$ cat src/sv/fcd_pkg.sv
// ----------------------------------------------------------------------------
// fcd_pkg: shared types and constants for the framed command decoder
// Holds the configuration reset values, the result kinds and the structs
// that carry configuration and decoded results between modules.
// ----------------------------------------------------------------------------
package fcd_pkg;

	localparam int unsigned BYTE_W      = 8;
	localparam int unsigned CFG_INDEX_W = 2;
	localparam int unsigned STORE_DEPTH = 4;
	localparam int unsigned RESULT_W    = 6 * BYTE_W;

	localparam logic [BYTE_W-1:0] HEADER_RESET     = 8'h01;
	localparam logic [BYTE_W-1:0] FOOTER_RESET     = 8'h02;
	localparam logic [BYTE_W-1:0] COLOR_OP_RESET   = 8'h48;
	localparam logic [BYTE_W-1:0] BRIGHT_OP_RESET  = 8'h49;

	typedef enum logic [CFG_INDEX_W-1:0] {
		REG_HEADER    = 2'd0,
		REG_FOOTER    = 2'd1,
		REG_COLOR_OP  = 2'd2,
		REG_BRIGHT_OP = 2'd3
	} reg_index_t;

	typedef enum logic [1:0] {
		KIND_COLOR      = 2'd0,
		KIND_BRIGHTNESS = 2'd1,
		KIND_OTHER      = 2'd2,
		KIND_BAD_FOOTER = 2'd3
	} result_kind_t;

	typedef struct packed {
		logic [BYTE_W-1:0] header_byte;
		logic [BYTE_W-1:0] footer_byte;
		logic [BYTE_W-1:0] color_opcode;
		logic [BYTE_W-1:0] brightness_opcode;
	} cfg_t;

	typedef struct packed {
		result_kind_t      result_kind;
		logic [BYTE_W-1:0] opcode;
		logic [BYTE_W-1:0] red;
		logic [BYTE_W-1:0] green;
		logic [BYTE_W-1:0] blue;
		logic [BYTE_W-1:0] brightness;
		logic [BYTE_W-1:0] frame_length;
	} result_t;

endpackage

$ cat src/sv/fcd_parser.sv
// ----------------------------------------------------------------------------
// fcd_parser: frame parsing state machine and payload store
// Consumes one registered byte per cycle while step is high, tracks the frame
// position and produces a decoded command or bad-footer result at the footer.
// ----------------------------------------------------------------------------
module fcd_parser (
	input  logic                  clk,
	input  logic                  arst_n,
	input  logic                  step,
	input  logic [7:0]            rx_byte,
	input  fcd_pkg::cfg_t         cfg,
	output logic                  emit,
	output fcd_pkg::result_t      result
);
	import fcd_pkg::*;

	typedef enum logic [4:0] {
		ST_RESYNC  = 5'b00001,
		ST_HEADER  = 5'b00010,
		ST_LENGTH  = 5'b00100,
		ST_PAYLOAD = 5'b01000,
		ST_FOOTER  = 5'b10000
	} state_t;

	localparam int unsigned IDX_W = $clog2(STORE_DEPTH);

	state_t            state_q, state_d;
	logic [BYTE_W-1:0] length_q, length_d;
	logic [BYTE_W-1:0] index_q, index_d;
	logic [BYTE_W-1:0] store_q [STORE_DEPTH];
	logic [BYTE_W:0]   next_index;
	logic              store_wr;
	result_kind_t      kind;
	result_kind_t      out_kind;

	assign next_index = {1'b0, index_q} + 1'b1;
	assign store_wr   = step && (state_q == ST_PAYLOAD) && (index_q < BYTE_W'(STORE_DEPTH));

	always_comb begin
		if (store_q[0] == cfg.color_opcode) begin
			kind = KIND_COLOR;
		end else if (store_q[0] == cfg.brightness_opcode) begin
			kind = KIND_BRIGHTNESS;
		end else begin
			kind = KIND_OTHER;
		end
	end

	always_comb begin
		state_d  = state_q;
		length_d = length_q;
		index_d  = index_q;
		emit     = 1'b0;
		out_kind = kind;
		case (state_q)
			ST_RESYNC: begin
				if (rx_byte == cfg.footer_byte) begin
					state_d = ST_HEADER;
				end
			end
			ST_LENGTH: begin
				length_d = rx_byte;
				state_d  = ST_PAYLOAD;
			end
			ST_PAYLOAD: begin
				if (next_index >= {1'b0, length_q}) begin
					index_d = '0;
					state_d = ST_FOOTER;
				end else begin
					index_d = next_index[BYTE_W-1:0];
				end
			end
			ST_FOOTER: begin
				emit = step;
				if (rx_byte == cfg.footer_byte) begin
					state_d = ST_HEADER;
				end else begin
					out_kind = KIND_BAD_FOOTER;
					state_d  = ST_RESYNC;
				end
			end
			default: begin
				if (rx_byte == cfg.header_byte) begin
					state_d = ST_LENGTH;
				end else begin
					state_d = ST_RESYNC;
				end
			end
		endcase
	end

	assign result.result_kind  = out_kind;
	assign result.opcode       = store_q[0];
	assign result.red          = store_q[1];
	assign result.green        = store_q[2];
	assign result.blue         = store_q[3];
	assign result.brightness   = (out_kind == KIND_BRIGHTNESS) ? store_q[1] : '0;
	assign result.frame_length = length_q;

	always_ff @(posedge clk or negedge arst_n) begin
		if (!arst_n) begin
			state_q  <= ST_HEADER;
			length_q <= '0;
			index_q  <= '0;
			for (int i = 0; i < STORE_DEPTH; i++) begin
				store_q[i] <= '0;
			end
		end else if (step) begin
			state_q  <= state_d;
			length_q <= length_d;
			index_q  <= index_d;
			if (store_wr) begin
				store_q[index_q[IDX_W-1:0]] <= rx_byte;
			end
		end
	end

endmodule

$ cat src/sv/fcd_out_buf.sv
// ----------------------------------------------------------------------------
// fcd_out_buf: result register with skid stage
// Holds decoded results for the master side; a second entry absorbs one
// result when the receiver stalls; the parser waits only once both are full.
// ----------------------------------------------------------------------------
module fcd_out_buf (
	input  logic             clk,
	input  logic             arst_n,
	input  logic             push,
	input  fcd_pkg::result_t push_data,
	output logic             can_push,
	output logic             out_valid,
	input  logic             out_ready,
	output fcd_pkg::result_t out_data
);
	import fcd_pkg::*;

	logic    out_valid_q;
	logic    skid_valid_q;
	result_t out_q;
	result_t skid_q;

	assign can_push  = !skid_valid_q;
	assign out_valid = out_valid_q;
	assign out_data  = out_q;

	always_ff @(posedge clk or negedge arst_n) begin
		if (!arst_n) begin
			out_valid_q  <= 1'b0;
			skid_valid_q <= 1'b0;
		end else begin
			if (push) begin
				if (!out_valid_q || out_ready) begin
					out_valid_q <= 1'b1;
				end else begin
					skid_valid_q <= 1'b1;
				end
			end else if (out_ready) begin
				out_valid_q  <= skid_valid_q;
				skid_valid_q <= 1'b0;
			end
		end
	end

	always_ff @(posedge clk) begin
		if (push) begin
			if (!out_valid_q || out_ready) begin
				out_q <= push_data;
			end else begin
				skid_q <= push_data;
			end
		end else if (out_ready && skid_valid_q) begin
			out_q <= skid_q;
		end
	end

	a_skid_implies_out: assert property (@(posedge clk) disable iff (!arst_n)
		skid_valid_q |-> out_valid_q)
		else $error("skid entry held while output register is empty");

	a_no_push_when_full: assert property (@(posedge clk) disable iff (!arst_n)
		push |-> !skid_valid_q)
		else $error("result pushed while skid entry is occupied");

	a_stall_keeps_valid: assert property (@(posedge clk) disable iff (!arst_n)
		(out_valid_q && !out_ready) |=> out_valid_q)
		else $error("stalled result dropped");

endmodule

$ cat src/sv/framed_command_decoder.sv
// ----------------------------------------------------------------------------
// framed_command_decoder: length-prefixed serial frame parser
// Decodes header, length, payload and footer bytes into commands.
// ----------------------------------------------------------------------------
// Usage: received bytes enter on the s_ channel, one byte per beat. A frame
// is a header byte, a length byte, the payload bytes and a footer byte. The
// beat that carries a footer position yields one result beat on the m_
// channel: a color, brightness or other-opcode command, or a bad-footer
// error. Every other byte yields no result.
// Each byte is first captured in an input register and parsed once the
// parser steps; a result then passes the output register to m_tvalid.
// The block takes one byte every cycle while parsing is not paused; the output
// register and a skid entry let it keep accepting while one result waits. Once
// both hold results, parsing pauses and s_tready drops while a byte waits in
// the input register; it returns right after the receiver takes a result.
// The cfg_ channel writes the four match registers and is always ready.
// Reset returns the parser to waiting for a header, clears the payload store
// and the frame length, and loads the default match bytes.
// ----------------------------------------------------------------------------
module framed_command_decoder (
	input  logic                         clk,
	input  logic                         arst_n,
	input  logic                         s_tvalid,
	output logic                         s_tready,
	input  logic [7:0]                   s_tdata,   // rx_byte
	output logic                         m_tvalid,
	input  logic                         m_tready,
	// opcode, red, green, blue, brightness, frame_length
	output logic [fcd_pkg::RESULT_W-1:0] m_tdata,
	output logic [1:0]                   m_tuser,   // result_kind
	input  logic                         cfg_valid,
	output logic                         cfg_ready,
	input  logic [fcd_pkg::CFG_INDEX_W-1:0] cfg_index,
	input  logic [7:0]                   cfg_data
);
	import fcd_pkg::*;

	cfg_t              cfg_q;
	logic              valid_s1;
	logic [BYTE_W-1:0] byte_s1;
	logic              step;
	logic              emit;
	logic              can_push;
	result_t           parsed;
	result_t           out_res;

	assign cfg_ready = 1'b1;

	always_ff @(posedge clk or negedge arst_n) begin
		if (!arst_n) begin
			cfg_q.header_byte       <= HEADER_RESET;
			cfg_q.footer_byte       <= FOOTER_RESET;
			cfg_q.color_opcode      <= COLOR_OP_RESET;
			cfg_q.brightness_opcode <= BRIGHT_OP_RESET;
		end else if (cfg_valid && cfg_ready) begin
			case (reg_index_t'(cfg_index))
				REG_HEADER:    cfg_q.header_byte       <= cfg_data;
				REG_FOOTER:    cfg_q.footer_byte       <= cfg_data;
				REG_COLOR_OP:  cfg_q.color_opcode      <= cfg_data;
				REG_BRIGHT_OP: cfg_q.brightness_opcode <= cfg_data;
				default: begin
				end
			endcase
		end
	end

	assign step     = valid_s1 && can_push;
	assign s_tready = !valid_s1 || can_push;

	always_ff @(posedge clk or negedge arst_n) begin
		if (!arst_n) begin
			valid_s1 <= 1'b0;
		end else if (s_tready) begin
			valid_s1 <= s_tvalid;
		end
	end

	always_ff @(posedge clk) begin
		if (s_tvalid && s_tready) begin
			byte_s1 <= s_tdata;
		end
	end

	fcd_parser u_parser (
		.clk     (clk),
		.arst_n  (arst_n),
		.step    (step),
		.rx_byte (byte_s1),
		.cfg     (cfg_q),
		.emit    (emit),
		.result  (parsed)
	);

	fcd_out_buf u_out_buf (
		.clk       (clk),
		.arst_n    (arst_n),
		.push      (emit),
		.push_data (parsed),
		.can_push  (can_push),
		.out_valid (m_tvalid),
		.out_ready (m_tready),
		.out_data  (out_res)
	);

	assign m_tuser = out_res.result_kind;
	assign m_tdata = {out_res.frame_length, out_res.brightness, out_res.blue,
		out_res.green, out_res.red, out_res.opcode};

endmodule

$ cat config.mk
export PLATFORM = sky130hd
export DESIGN_NAME = framed_command_decoder
export DESIGN_NICKNAME = d
export VERILOG_FILES = /design/src/sv/fcd_pkg.sv /design/src/sv/fcd_parser.sv /design/src/sv/fcd_out_buf.sv /design/src/sv/framed_command_decoder.sv
export SDC_FILE = /design/constraint.sdc
export NUM_CORES = 1
export LEC_CHECK = 0
export BUFFER_PORTS_ARGS = -buffer_cell sky130_fd_sc_hd__buf_4
export CORE_ASPECT_RATIO = 0.7
export CORE_MARGIN = 2
export CORE_UTILIZATION = 50
export DETAILED_ROUTE_END_ITERATION = 10
export GPL_TIMING_DRIVEN = 0
export PLACE_DENSITY = 0.66
export SETUP_SLACK_MARGIN = 0.02
export SYNTH_ARGS = -nofsm -noshare
export SYNTH_HDL_FRONTEND = slang
export SYNTH_SLANG_ARGS = --single-unit
$ cat constraint.sdc
create_clock -name clk -period 11.9 [get_ports clk]
set_input_delay 1.19 -clock clk [delete_from_list [all_inputs] [get_ports clk]]
set_output_delay 1.19 -clock clk [all_outputs]
set_load 0.005 [all_outputs]
* Word-level counts from Yosys, hierarchy flattened *
Cells that the tools add are included.
Widths: inputs -> output; s select.

storage, ports and cells
  bits in registers = 196
  output and inout bits = 53
  logic and storage cells = 102
  input port bits = 23

operators by class
  reductions and logical operators = 26
  mux-type cells = 24
  add/subtract/negate cells = 1
  bitwise logic cells = 2
  $lt $le $gt $ge = 4
  eq/ne operators = 16

operator list
  kind                 count
  $mux 50              3
  $bwmux 32            1
  $eq 8x8->1           4
  $mux 8               3
  $reduce_and 2->1     11
  $pmux 5 s4           1
  $demux 8 s2          1
  $mux 2               5
  $mux 5               2
  $add 8x1->9 const B  1
  $ge 9x8->1           1
  $lt 8x3->1 const B   1
  $mux 1               7
  $logic_and 1x1->1    6
  $eq 5x1->1 const B   1
  $eq 5x3->1 const B   1
  $eq 5x4->1 const B   1
  $eq 5x5->1 const B   1
  $eq 2x1->1 const B   2
  $eq 2x2->1 const B   2
  $ne 2x1->1 const B   2
  $ne 2x2->1 const B   2
  $reduce_bool 2->1    2
  $ge 3x3->1 const B   1
  other kinds (8)      11

* Longest topological paths before layout *
Gate-level depths: netlist (run 1).

  depth in word-level cells = 9
  mapped depth = 11

* Modules after synthesis *
From an unflattened synthesis (run 1), not the netlist that was laid out.

unflattened totals
  cell total of the unflattened synthesis = 513
  area, all modules = 8300.5 um^2

by module, submodules not included
  module                  area an instance (um^2)  cells an instance  times used
  fcd_out_buf             3737.3                   167                1
  fcd_parser              3040.4                   263                1
  framed_command_decoder  1522.7                   83                 1

* Least setup slack after synthesis (run 1) *
No wires, ideal clock.

  kind = reg2reg
  start = reg u_parser.state_q[2]
  end = reg u_out_buf.out_q (netlist bit u_out_buf.out_data[0]) (enable)
  arrival time = 5.005 ns
  path buffers = 3
  path slack = 6.369 ns
  stages on the path, launching flop included = 9
  data required time = 11.373 ns
  cells stage by stage = dfrtp_1 > clkbuf_1 > nor2_1 > nand2_1 > nor3_1 > nand2_1 > clkbuf_1 > clkbuf_1 > o21ai_0

between the ends
  word-level cells in the longest chain between the ends = 4
  elaborated cells between the ends (all ways) = 5
  classes of those cells = eq/ne: 2; mux: 1; reduce/logical: 2

RTL lines
  element                                                           RTL line           source
  from (decl)                                                       fcd_parser.sv:27   state_t state_q, state_d;
  from (signal assigned)                                            fcd_parser.sv:109  state_q <= state_d;
  $eq 5x5->1 *                                                      fcd_parser.sv:55   case (state_q)
  $mux 1 *                                                          fcd_parser.sv:55
  $ne 2x1->1 (no source line) or $reduce_bool 2->1 (tied branches)  n/a
  $reduce_and 2->1 (no source line) *                               n/a
  to (signal assigned)                                              fcd_out_buf.sv:48  out_q <= push_data;
  to (signal assigned)                                              fcd_out_buf.sv:53  out_q <= skid_q;
  to (decl)                                                         fcd_out_buf.sv:20  result_t out_q;

Mark *: on every way between the ends. The rest lies on a longest branch, timed or not.
A chain may end at the register's enable or synchronous reset.

* Worst setup path in the final report (run 1) *
  start = reg u_parser.index_q[2]
  end = reg u_parser.index_q[0]

between the ends
  word-level cells in the longest chain between the ends = 3

RTL lines
  element                 RTL line           source
  from (decl)             fcd_parser.sv:29   logic [BYTE_W-1:0] index_q, index_d;
  from (signal assigned)  fcd_parser.sv:111  index_q <= index_d;
  $add 8x1->9             fcd_parser.sv:36   assign next_index = {1'b0, index_q} + 1'b1;
  $ge 9x8->1              fcd_parser.sv:66   if (next_index >= {1'b0, length_q}) begin
  $mux 8                  fcd_parser.sv:66

Every way passes these cells.

==> results of run 1 <==
layout make-up:
| class | count | area, um2 |
|---|---|---|
| repair buffers | 76 | 603.1 |
| clock buffers | 20 | 446.7 |
| well taps | 225 | 281.5 |
| inverters | 13 | 48.80 |
| multi-input cells | 373 | 2636 |
| clock inverters | 12 | 132.6 |
| fillers | 1310 | 6479 |
| flip-flops and latches | 196 | 5455 |
| plain buffers | 27 | 117.6 |
worst max-delay path, cell delays in order, from the launching register on:
cell and delay [ns]:
dfrtp_1 0.32, clkbuf_1 0.37, nand2_1 0.15, or4_1 0.46
xnor2_1 0.30, ha_1 0.29, nand3_1 0.09, nor3_1 0.06
nor4_1 0.60, clkbuf_1 0.43, nand3_1 0.14, o21ai_0 0.20
power breakdown:
part | total [mW] | internal [mW] | switching, mW
registers | 0.816 | 0.784 | 0.0314
clock network | 0.564 | 0.315 | 0.249
logic | 0.210 | 0.0975 | 0.112
routing by layer:
metal | track usage (%) | vias to the layer above | wire [um]
li1 | - | 2338 | -
met1 | 27.89 | 2437 | 7716
met2 | 31.62 | 115 | 8051
met3 | 4.476 | 18 | 721
met4 | 6.909 | 0 | 222
met5 | 0 | - | 0
cell families (layout without fill, tap and decap cells):
kind of cell / Yosys count / after routing / share of synthesized area (%)
muxes: 75 / 75 / 10.25
xor gates and xnor gates: 39 / 39 / 4.146
AOI/OAI and AO/OA: 47 / 47 / 3.842
adders and majority gates: 12 / 12 / 1.822
DFF: 196 / 196 / 66.21
other: 1 / 1 / 0.04551
and+or+nand+nor: 199 / 199 / 11.66
buffers and inverters: 40 / 148 / 2.020
placed cells by master (no fill, tap or decap), types with 13 or more instances in the layout:
master     count
nand2_1      121
edfxtp_1     108
dfrtp_1       80
buf_4         76
mux2_2        74
xnor2_1       28
clkbuf_1      22
o21ai_0       18
clkbuf_16     17
and2_1        15
inv_1         13
how the worst max path moves through the flow:
stage	from	endpoint	depth (start not counted)
6_report	u_parser.index_q[2]	u_parser.index_q[0]	11
3_5_place_dp	u_parser.index_q[2]	u_parser.index_q[0]	11
2_1_floorplan	u_parser.state_q[2]	u_out_buf.out_data[0]	8
5_1_grt	u_parser.index_q[2]	u_parser.index_q[0]	11
3_3_place_gp	u_parser.state_q[2]	u_out_buf.out_data[3]	8
4_1_cts	u_parser.index_q[2]	u_parser.index_q[0]	11
flip-flops by register name, summed over array words and instances (netlist names):
register and flops:
byte_s1 8, cfg_q 32, u_out_buf.out_data 50, u_out_buf.out_valid 1
u_out_buf.skid_q 50, u_out_buf.skid_valid_q 1, u_parser.index_q 8, u_parser.length_q 8
u_parser.result 32, u_parser.state_q 5, valid_s1 1
per-stage QoR:
step | std cells | hold WS [ns]
final | 942 | 0.4724
after global routing | 942 | 0.4849
after CTS | 942 | 0.4681
after detailed placement | 910 | 0.4515
after global placement | 908 | 0.4495
after floorplan | 609 | 0.4410
==> results.md, run 1 <==
- Worst Hold Path Cells: 0
- CTS tree: built
- Reg2reg setup slack: 8.40 ns
- Worst Path Arrival: 3.84 ns
- Post-synth EDFFs: 108
- I/O pin count: 76
- Design area: 0.009722 mm2
- Register area share after synthesis: 66.21%
- Die width: 157.4 um
- Sink Count: 196
- Core area: 0.01620 mm2
- WP data required: 12.25 ns
- PwrDens: 163.5 mW/mm2
- Hold-fix buffers, CTS: 0
- Top cells by area, synth: edfxtp_1 39%, dfrtp_1 24%, mux2_2 10%
- Area of the die: 0.01754 mm2
- Endpoints failing setup: 0
- Port Buffers: 74
- Synth async-reset ratio: 44.90%
- Worst setup SP type: flip-flop
- Synth cell types: 49
- Slew Limit Fails: 0
- DR DRC count: 0
- Hold Crit Start: u_parser.result[18]
- Vias in the first global route: 4,834
- Root Driver: clkbuf_16
- Yosys reg bits: 196
- First-pass GRT wire length: 26.21 mm
- Leak: 4.183 nW
- GRT Overall Usage: 20.09%
- Clk_skew: 0.01394 ns
- TritonCTS buffer count: 17
- Worst slew margin: 22.14%
- Initial antenna violation count: 0
- Dominant synthesized flop cell: edfxtp_1
- Worst r2r dst: u_parser.index_q[0]
- Worst-Skew Late Latency: 0.44 ns
- Post-route ant nets: 0
- Initial DRC Count: 324
- Post-DP HPWL: 11.69 mm
- Die Ht: 111.4 um
- Slew @ Worst Pin: 1.165 ns
- Initial core utilization: 50.86%
- Power, Total: 1.589 mW
- Largest net degree at the start of global routing: 89
- DR pass1 iterations: 5
- Final period util: 29.39%
- Diodes inserted: 0
- Worst Setup Slack post-DPL: 8.461 ns
- CP endpoint kind: flip-flop
- Setup TNS: 0 ns
- Post-cts sizing count: 0
- Synthesized area per cell: 13.53 um2
- Top-area cell type share of the netlist area: 39.36%
- Cell taking the most area after synthesis: edfxtp_1
- Nets: 739
- H-Tree Depth: 4
- Hold Vio Cnt, Final: 0
- Max IR drop VDD: 0.00009150 V
- GPL Wtd Cong: 0.8461
- Count leader, synth: nand2_1
- Post-CTS setup buffer count: 0
- Layout cells sized above 1: 29.15%
- Hold Path Class: flip-flop to flip-flop
- Outcome: finished, final reports clean
- Number of max-cap violations: 0
- Vias per cell: 5.210
- Rows: 39
- Setup WS post-layout: 8.403 ns
- Worst Hold Path EP: u_out_buf.skid_q[18]
- DRT Wirelength: 16.71 mm
- Cell Area, Synth: 0.008239 mm2
- CP Class: flip-flop to flip-flop
- Max FO, Critical Path: 10
- Unrepaired setup endpoints after global routing: no
- Yosys warnings: 0
- Reg2reg start: u_parser.index_q[2]
- Final Util: 60.01%
- Mapped Nets: 644
- R2R depth: 11
- GRT Residual Overflow: 0
- Post-DR wirelength/cell: 17.74 um
- Clock buffer depth: 2
- Layout area overhead: 18.00%
- Cell area after placement: 0.009143 mm2
- Clock-pin slew on the worst setup and hold paths: 0.07 ns
- Mapped Cells: 609
- Min cycle time layout: 3.497 ns
- Vias: 4,908
- FMAX: 285.9 MHz
- Commonest cells post-synth: 121 x nand2_1, 108 x edfxtp_1, 80 x dfrtp_1
Note: power is estimated with default switching activity, not from simulation.
==> inputs of run 2 (changes only) <==
PLACE_DENSITY = 0.69   (was 0.66)
clock period = 3.1 ns   (was 11.9 ns; I/O delays follow)
==> run 2 against run 1 <==
Routed wire length rose by 0.85%. Non-clock buffer count rose by 4. Largest power group unchanged. Total power rose to 4.0 times the previous value. Combinational power rose to 4.1 times the previous value. Worst setup slack lost 8.3 ns. Global-route usage grew 0.58 points.
==> results.md, run 2 (synthesis results as in run 1) <==
- Sink Count: 196 (unchanged)
- Clock-pin slew on the worst setup and hold paths: 0.08 ns (about the same)
- Initial antenna violation count: 0 (unchanged)
- Initial core utilization: 50.86% (unchanged)
- GRT Residual Overflow: 0 (unchanged)
- Clock buffer depth: 2 (unchanged)
- Root Driver: clkbuf_16
- R2R depth: 9 (-2)
- Worst slew margin: 23.85% (+1.7 points)
- Area of the die: 0.01754 mm2 (unchanged)
- Worst Path Arrival: 3.08 ns (-0.76 ns)
- Vias per cell: 5.263 (+1.0%)
- Slew Limit Fails: 0 (unchanged)
- Final period util: 95.15% (+66 points)
- Slew @ Worst Pin: 1.142 ns (-0.02309 ns)
- Number of max-cap violations: 0 (unchanged)
- Post-Place Cells: 910 (unchanged)
- Largest net degree at the start of global routing: 89 (unchanged)
- CP endpoint kind: flip-flop
- CTS tree: built
- Unrepaired setup endpoints after global routing: yes
- Power, Total: 6.309 mW (+300%)
- FMAX: 339.0 MHz (+19%)
- DR pass1 iterations: 5 (unchanged)
- Vias in the first global route: 5,021 (+3.9%)
- DRT Wirelength: 16.85 mm (+0.85%)
- Nets: 744 (+0.68%)
- Post-DP HPWL: 11.44 mm (-2.2%)
- Rows: 39 (unchanged)
- Most common cell after layout, fill and taps aside: nand2_1
- Diodes inserted: 0 (unchanged)
- Worst setup SP type: flip-flop
- First-pass GRT wire length: 27.03 mm (+3.1%)
- Core area: 0.01620 mm2 (unchanged)
- Endpoints failing setup: 0 (unchanged)
- DR DRC count: 0 (unchanged)
- Max IR drop VDD: 0.0003702 V (+300%)
- Layout Cells excl Fill: 947 (+0.53%)
- Hold Vio Cnt, Final: 0 (unchanged)
- Min cycle time layout: 2.950 ns (-0.5475 ns)
- Die width: 157.4 um (unchanged)
- Hold Path Class: primary input to flip-flop
- Worst Hold Path Cells: 1 (+1)
- GRT Overall Usage: 20.68% (+0.58 points)
- Worst-Skew Late Latency: 0.44 ns (about the same)
- Die Ht: 111.4 um (unchanged)
- Post-DR wirelength/cell: 17.80 um (+0.32%)
- Fill cells: 1,283 (-2.1%)
- TritonCTS buffer count: 17 (unchanged)
- Hold-fix buffers, CTS: 0 (unchanged)
- Clk_skew: 0.01305 ns (-0.0008899 ns)
- Vias: 4,984 (+1.5%)
- H-Tree Depth: 4 (unchanged)
- Leak: 4.249 nW (+1.6%)
- Setup TNS: 0 ns (unchanged)
- Layout cells sized above 1: 31.16% (+2.0 points)
- Outcome: finished, final reports clean
- Max FO, Critical Path: 11 (+1)
- PwrDens: 640.1 mW/mm2 (+290%)
- CP Class: flip-flop to flip-flop
- Post-route ant nets: 0 (unchanged)
- Port Buffers: 74 (unchanged)
- Layout area overhead: 19.64%
- WP data required: 3.23 ns (-9.02 ns)
- GPL Wtd Cong: 0.8091 (-4.4%)
- Initial DRC Count: 421 (+30%)
- Commonest cells after routing, fill and taps aside: 121 x nand2_1, 108 x edfxtp_1, 79 x dfrtp_1, 78 x buf_4, 74 x mux2_2
- I/O pin count: 76 (unchanged)
-- run 2: cell count changes in the layout (fill, tap and decap cells not counted), moves of 2 or more --
cell        before  now
clkinvlp_4       4    1
clkbuf_1        22   18
clkbuf_2         0    2
inv_6            0    5
buf_12           1    4
buf_4           76   78
-- run 2: power breakdown --
group          internal (mW)  switching (mW)  leakage, nW
Sequential              3.01           0.134         2.23
Combinational          0.401           0.452         1.71
Clock                   1.30            1.02        0.300
-- run 2: worst paths after layout --
check                                startpoint                     end  slack (ns)
setup / recovery            u_parser.state_q[2]  u_out_buf.out_data[34]        0.15
max in group asynchronous                arst_n     u_parser.index_q[0]        2.21
min in group asynchronous                arst_n               cfg_q[31]        0.10
hold / removal                       s_tdata[6]              byte_s1[6]        0.04
setup reg to reg            u_parser.state_q[2]  u_out_buf.out_data[34]        0.15
hold reg to reg            u_parser.length_q[4]     u_out_buf.skid_q[4]        0.47
-- run 2: repair_timing --
action                                  CTS  global route
cloned                                    1             0
pin swaps                                 3             2
endpoints found under the hold margin     0             0
endpoints found under the setup margin   90            36
buffers inserted                          3             1
resized for setup                         4             8
-- run 2: layer usage --
layer  vias up  share of wire, %  GRT usage (%)  wire, um
li1       2350                 -              -         -
met1      2469                45          28.63      7532
met2       139                47          32.55      7969
met3        26               5.8          4.204       977
met4         0               2.2          7.879       374
met5         -                 0              0         0
-- run 2: cell type report --
cell class	instances	area [um2]	share of cell area [%]
sequential	196	5456	55.36
timing repair buffer	81	655.6	6.651
buffer	26	118.9	1.206
tap	225	281.5	2.856
inverter	13	48.80	0.4950
clock inverter	14	186.4	1.891
clock buffer	18	429.2	4.354
multi-input combinational	374	2680	27.19
-- run 2: worst max-delay path: stages, from the launching register on --
cell and delay, ns:
dfrtp_1 0.36, clkbuf_1 0.17, nor2_1 0.20, nand2_1 0.14
or3_1 0.39, nor2_4 0.26, clkbuf_2 0.32, o21ai_0 0.37
o21ai_4 0.20, buf_4 0.24
-- run 2: stage by stage --
| step | utilization [%] | hold WS (ns) | setup WS [ns] | cell area, um2 |
|---|---|---|---|---|
| finish | 60.84 | 0.04062 | 0.1503 | 9857 |
| global route | 60.84 | 0.02324 | 0.01711 | 9857 |
| CTS | 60.54 | 0.02569 | 0.1009 | 9808 |
| detailed placement | 56.39 | 0.4522 | -0.2960 | 9135 |
| global placement | 56.14 | 0.4505 | -0.4670 | 9095 |
| floorplan | - | 0.01441 | 0.3493 | 8258 |
==> inputs of run 3 (changes only) <==
PLACE_DENSITY = 0.72   (was 0.69)
==> run 3 against run 2 <==
Count of clock-buffer cells in the layout grew 2. Sequential power about the same. Global-route usage rose by 0.95 points. Maximum frequency is 0.59% higher. Total power is 1.8% lower. Largest cell class unchanged. Highest routed layer unchanged.
==> results.md, run 3 (synthesis results as in run 1) <==
- Outcome: finished, final reports clean
- Max IR drop VDD: 0.0004052 V (+9.5%)
- NetSw: 1.571 mW (-2.1%)
- Net Sw Frac: 25.34% (-0.098 points)
- DR DRC count: 0 (unchanged)
- Number of stages on the worst setup path: 10 (+1)
- I/O pin count: 76 (unchanged)
- R2R depth: 10 (+1)
- TritonCTS buffer count: 17 (unchanged)
- Design area: 0.009956 mm2 (+1.0%)
- Slew @ Worst Pin: 1.304 ns (+0.1614 ns)
- DRT Wirelength: 17.85 mm (+5.9%)
- CTS tree: built
- Worst setup SP type: flip-flop
- Sequential fraction of design power: 50.8% (+1.0 points)
- Number of max-cap violations: 0 (unchanged)
- CP Buf/Inv Count: 1 (-2)
- Slew Limit Fails: 0 (unchanged)
- Vias per cell: 5.320 (+1.1%)
- Worst slew margin: 12.90% (-11 points)
- Rows: 39 (unchanged)
- Pint: 4.628 mW (-1.6%)
- Largest net degree at the start of global routing: 89 (unchanged)
- Setup WS post-layout: 0.1676 ns (+0.01729 ns)
- Unrepaired setup endpoints after global routing: no
- GPL Wtd Cong: 0.8866 (+9.6%)
- Clock buffer depth: 2 (unchanged)
- Worst Setup Slack post-DPL: -0.5163 ns (-0.2203 ns)
- DR pass1 iterations: 5 (unchanged)
- Hold Vio Cnt, Final: 0 (unchanged)
- Top delay family on crit path: simple AND/OR/NAND/NOR gates
- H-Tree Depth: 4 (unchanged)
- Crit-path slowest cell: dfrtp_1
- Layout area overhead: 20.84%
- Core area: 0.01620 mm2 (unchanged)
- Initial DRC Count: 563 (+34%)
- Worst path cell trace: nand2_1, or4_1, xnor2_2, ha_1, nand3_1, nor3_1, nor4_2, buf_4, a21oi_1, mux2_2
- Min cycle time layout: 2.932 ns (-0.01729 ns)
- GRT Overall Usage: 21.63% (+0.95 points)
- Clock power share: 34.6% (-2.1 points)
- Vias: 5,086 (+2.0%)
- Die Ht: 111.4 um (unchanged)
- Logic gate share of total power: 14.7% (+1.2 points)
- Diodes inserted: 0 (unchanged)
- CP Class: flip-flop to flip-flop
- Post-DP HPWL: 11.36 mm (-0.62%)
- Hold-fix buffers, CTS: 0 (unchanged)
- Endpoints failing setup: 0 (unchanged)
- Vias in the first global route: 5,119 (+2.0%)
- Worst Path Arrival: 3.25 ns (+0.17 ns)
- Area of the die: 0.01754 mm2 (unchanged)
- Port Buffers: 74 (unchanged)
- PwrDens: 622.6 mW/mm2 (-2.7%)
- Layout cells sized above 1: 32.01% (+0.85 points)
- Worst-Skew Late Latency: 0.44 ns (about the same)
- Post-route ant nets: 0 (unchanged)
- Most common cell after layout, fill and taps aside: nand2_1
- Sink Count: 196 (unchanged)
- Clk_skew: 0.01241 ns (-0.0006309 ns)
- First-pass GRT wire length: 28.05 mm (+3.8%)
- Initial antenna violation count: 0 (unchanged)
- Final period util: 94.59% (-0.56 points)
- Max FO, Critical Path: 8 (-3)
- Initial core utilization: 50.86% (unchanged)
- Worst Hold Path Cells: 1 (unchanged)
- Power, Total: 6.199 mW (-1.8%)
- Leak: 4.284 nW (+0.82%)
- Clock-pin slew on the worst setup and hold paths: 0.07 ns (about the same)
- Nets: 753 (+1.2%)
- GRT Residual Overflow: 0 (unchanged)
- Post-DR wirelength/cell: 18.67 um (+4.9%)
- Hold Path Class: primary input to flip-flop
- CP endpoint kind: flip-flop
- Critical Path Max Stage Delay: 0.54 ns (+0.15 ns)
- Die width: 157.4 um (unchanged)
- Cell area after placement: 0.009095 mm2 (-0.44%)
- FMAX: 341.0 MHz (+0.59%)
- WP data required: 3.41 ns (+0.18 ns)
- Commonest cells after routing, fill and taps aside: 121 x nand2_1, 108 x edfxtp_1, 80 x buf_4, 79 x dfrtp_1, 74 x mux2_2
- Root Driver: clkbuf_16
## run 3: cell count changes in the layout (fill, tap and decap cells not counted), moves of 2 or more
cell      change
buf_12        +3
buf_4         +2
clkbuf_2      +2
clkinv_1      +2
clkinv_2      +2
inv_6         -2
nor2_4        +3
o21ai_4       +2
## run 3: what timing repair did
item / 4_1_cts / 5_1_grt
pin swaps: 4 / 7
setup endpoints to repair: 112 / 123
gates resized for setup: 8 / 16
setup buffers: 3 / 8
gates cloned: 6 / 0
## run 3: layout make-up
class                           instances  area (um2)
Fill cell                            1263        6245
Sequential cell                       196        5456
Multi-Input combinational cell        379        2759
Timing Repair Buffer                   85       725.7
Clock buffer                           20       436.7
Tap cell                              225       281.5
Clock inverter                         12       128.9
Buffer                                 26       118.9
Inverter                               13       48.80
## run 3: worst paths after layout
kind,from,endpoint,slack [ns]
setup / recovery,u_parser.index_q[2],u_parser.state_q[0],0.17
hold reg to reg,u_parser.result[23],u_out_buf.skid_q[23],0.48
setup reg to reg,u_parser.index_q[2],u_parser.state_q[0],0.17
max in group asynchronous,arst_n,u_parser.index_q[0],2.24
hold / removal,s_tdata[5],byte_s1[5],0.05
min in group asynchronous,arst_n,u_parser.index_q[5],0.09
## run 3: per-stage QoR
step,TNS [ns],util (%),hold WS [ns],cells
floorplan,0,-,0.01441,609
global placement,-35.72,56.14,0.4501,908
detailed placement,-49.05,56.14,0.4540,908
CTS,-1.921,60.32,0.03440,949
global route,0,61.45,0.03079,956
finish,0,61.45,0.05341,956
## run 3: power by group through the flow
stage | Sequential (mW) | Combinational, mW | Clock (mW)
2_1_floorplan | 3.18 | 0.444 | 0
3_3_place_gp | 3.18 | 0.762 | 0
3_5_place_dp | 3.20 | 0.787 | 0
4_1_cts | 3.15 | 0.865 | 2.18
5_1_grt | 3.17 | 0.990 | 2.29
6_report | 3.15 | 0.908 | 2.14
## run 3: layer usage
metal  vias to the layer above  wire length (um)  GRT usage (%)
li1                       2379                 -              -
met4                         0               222          6.424
met3                        23              1140          4.827
met1                      2500              8173          31.41
met5                         -                 0              0
met2                       184              8310          33.04
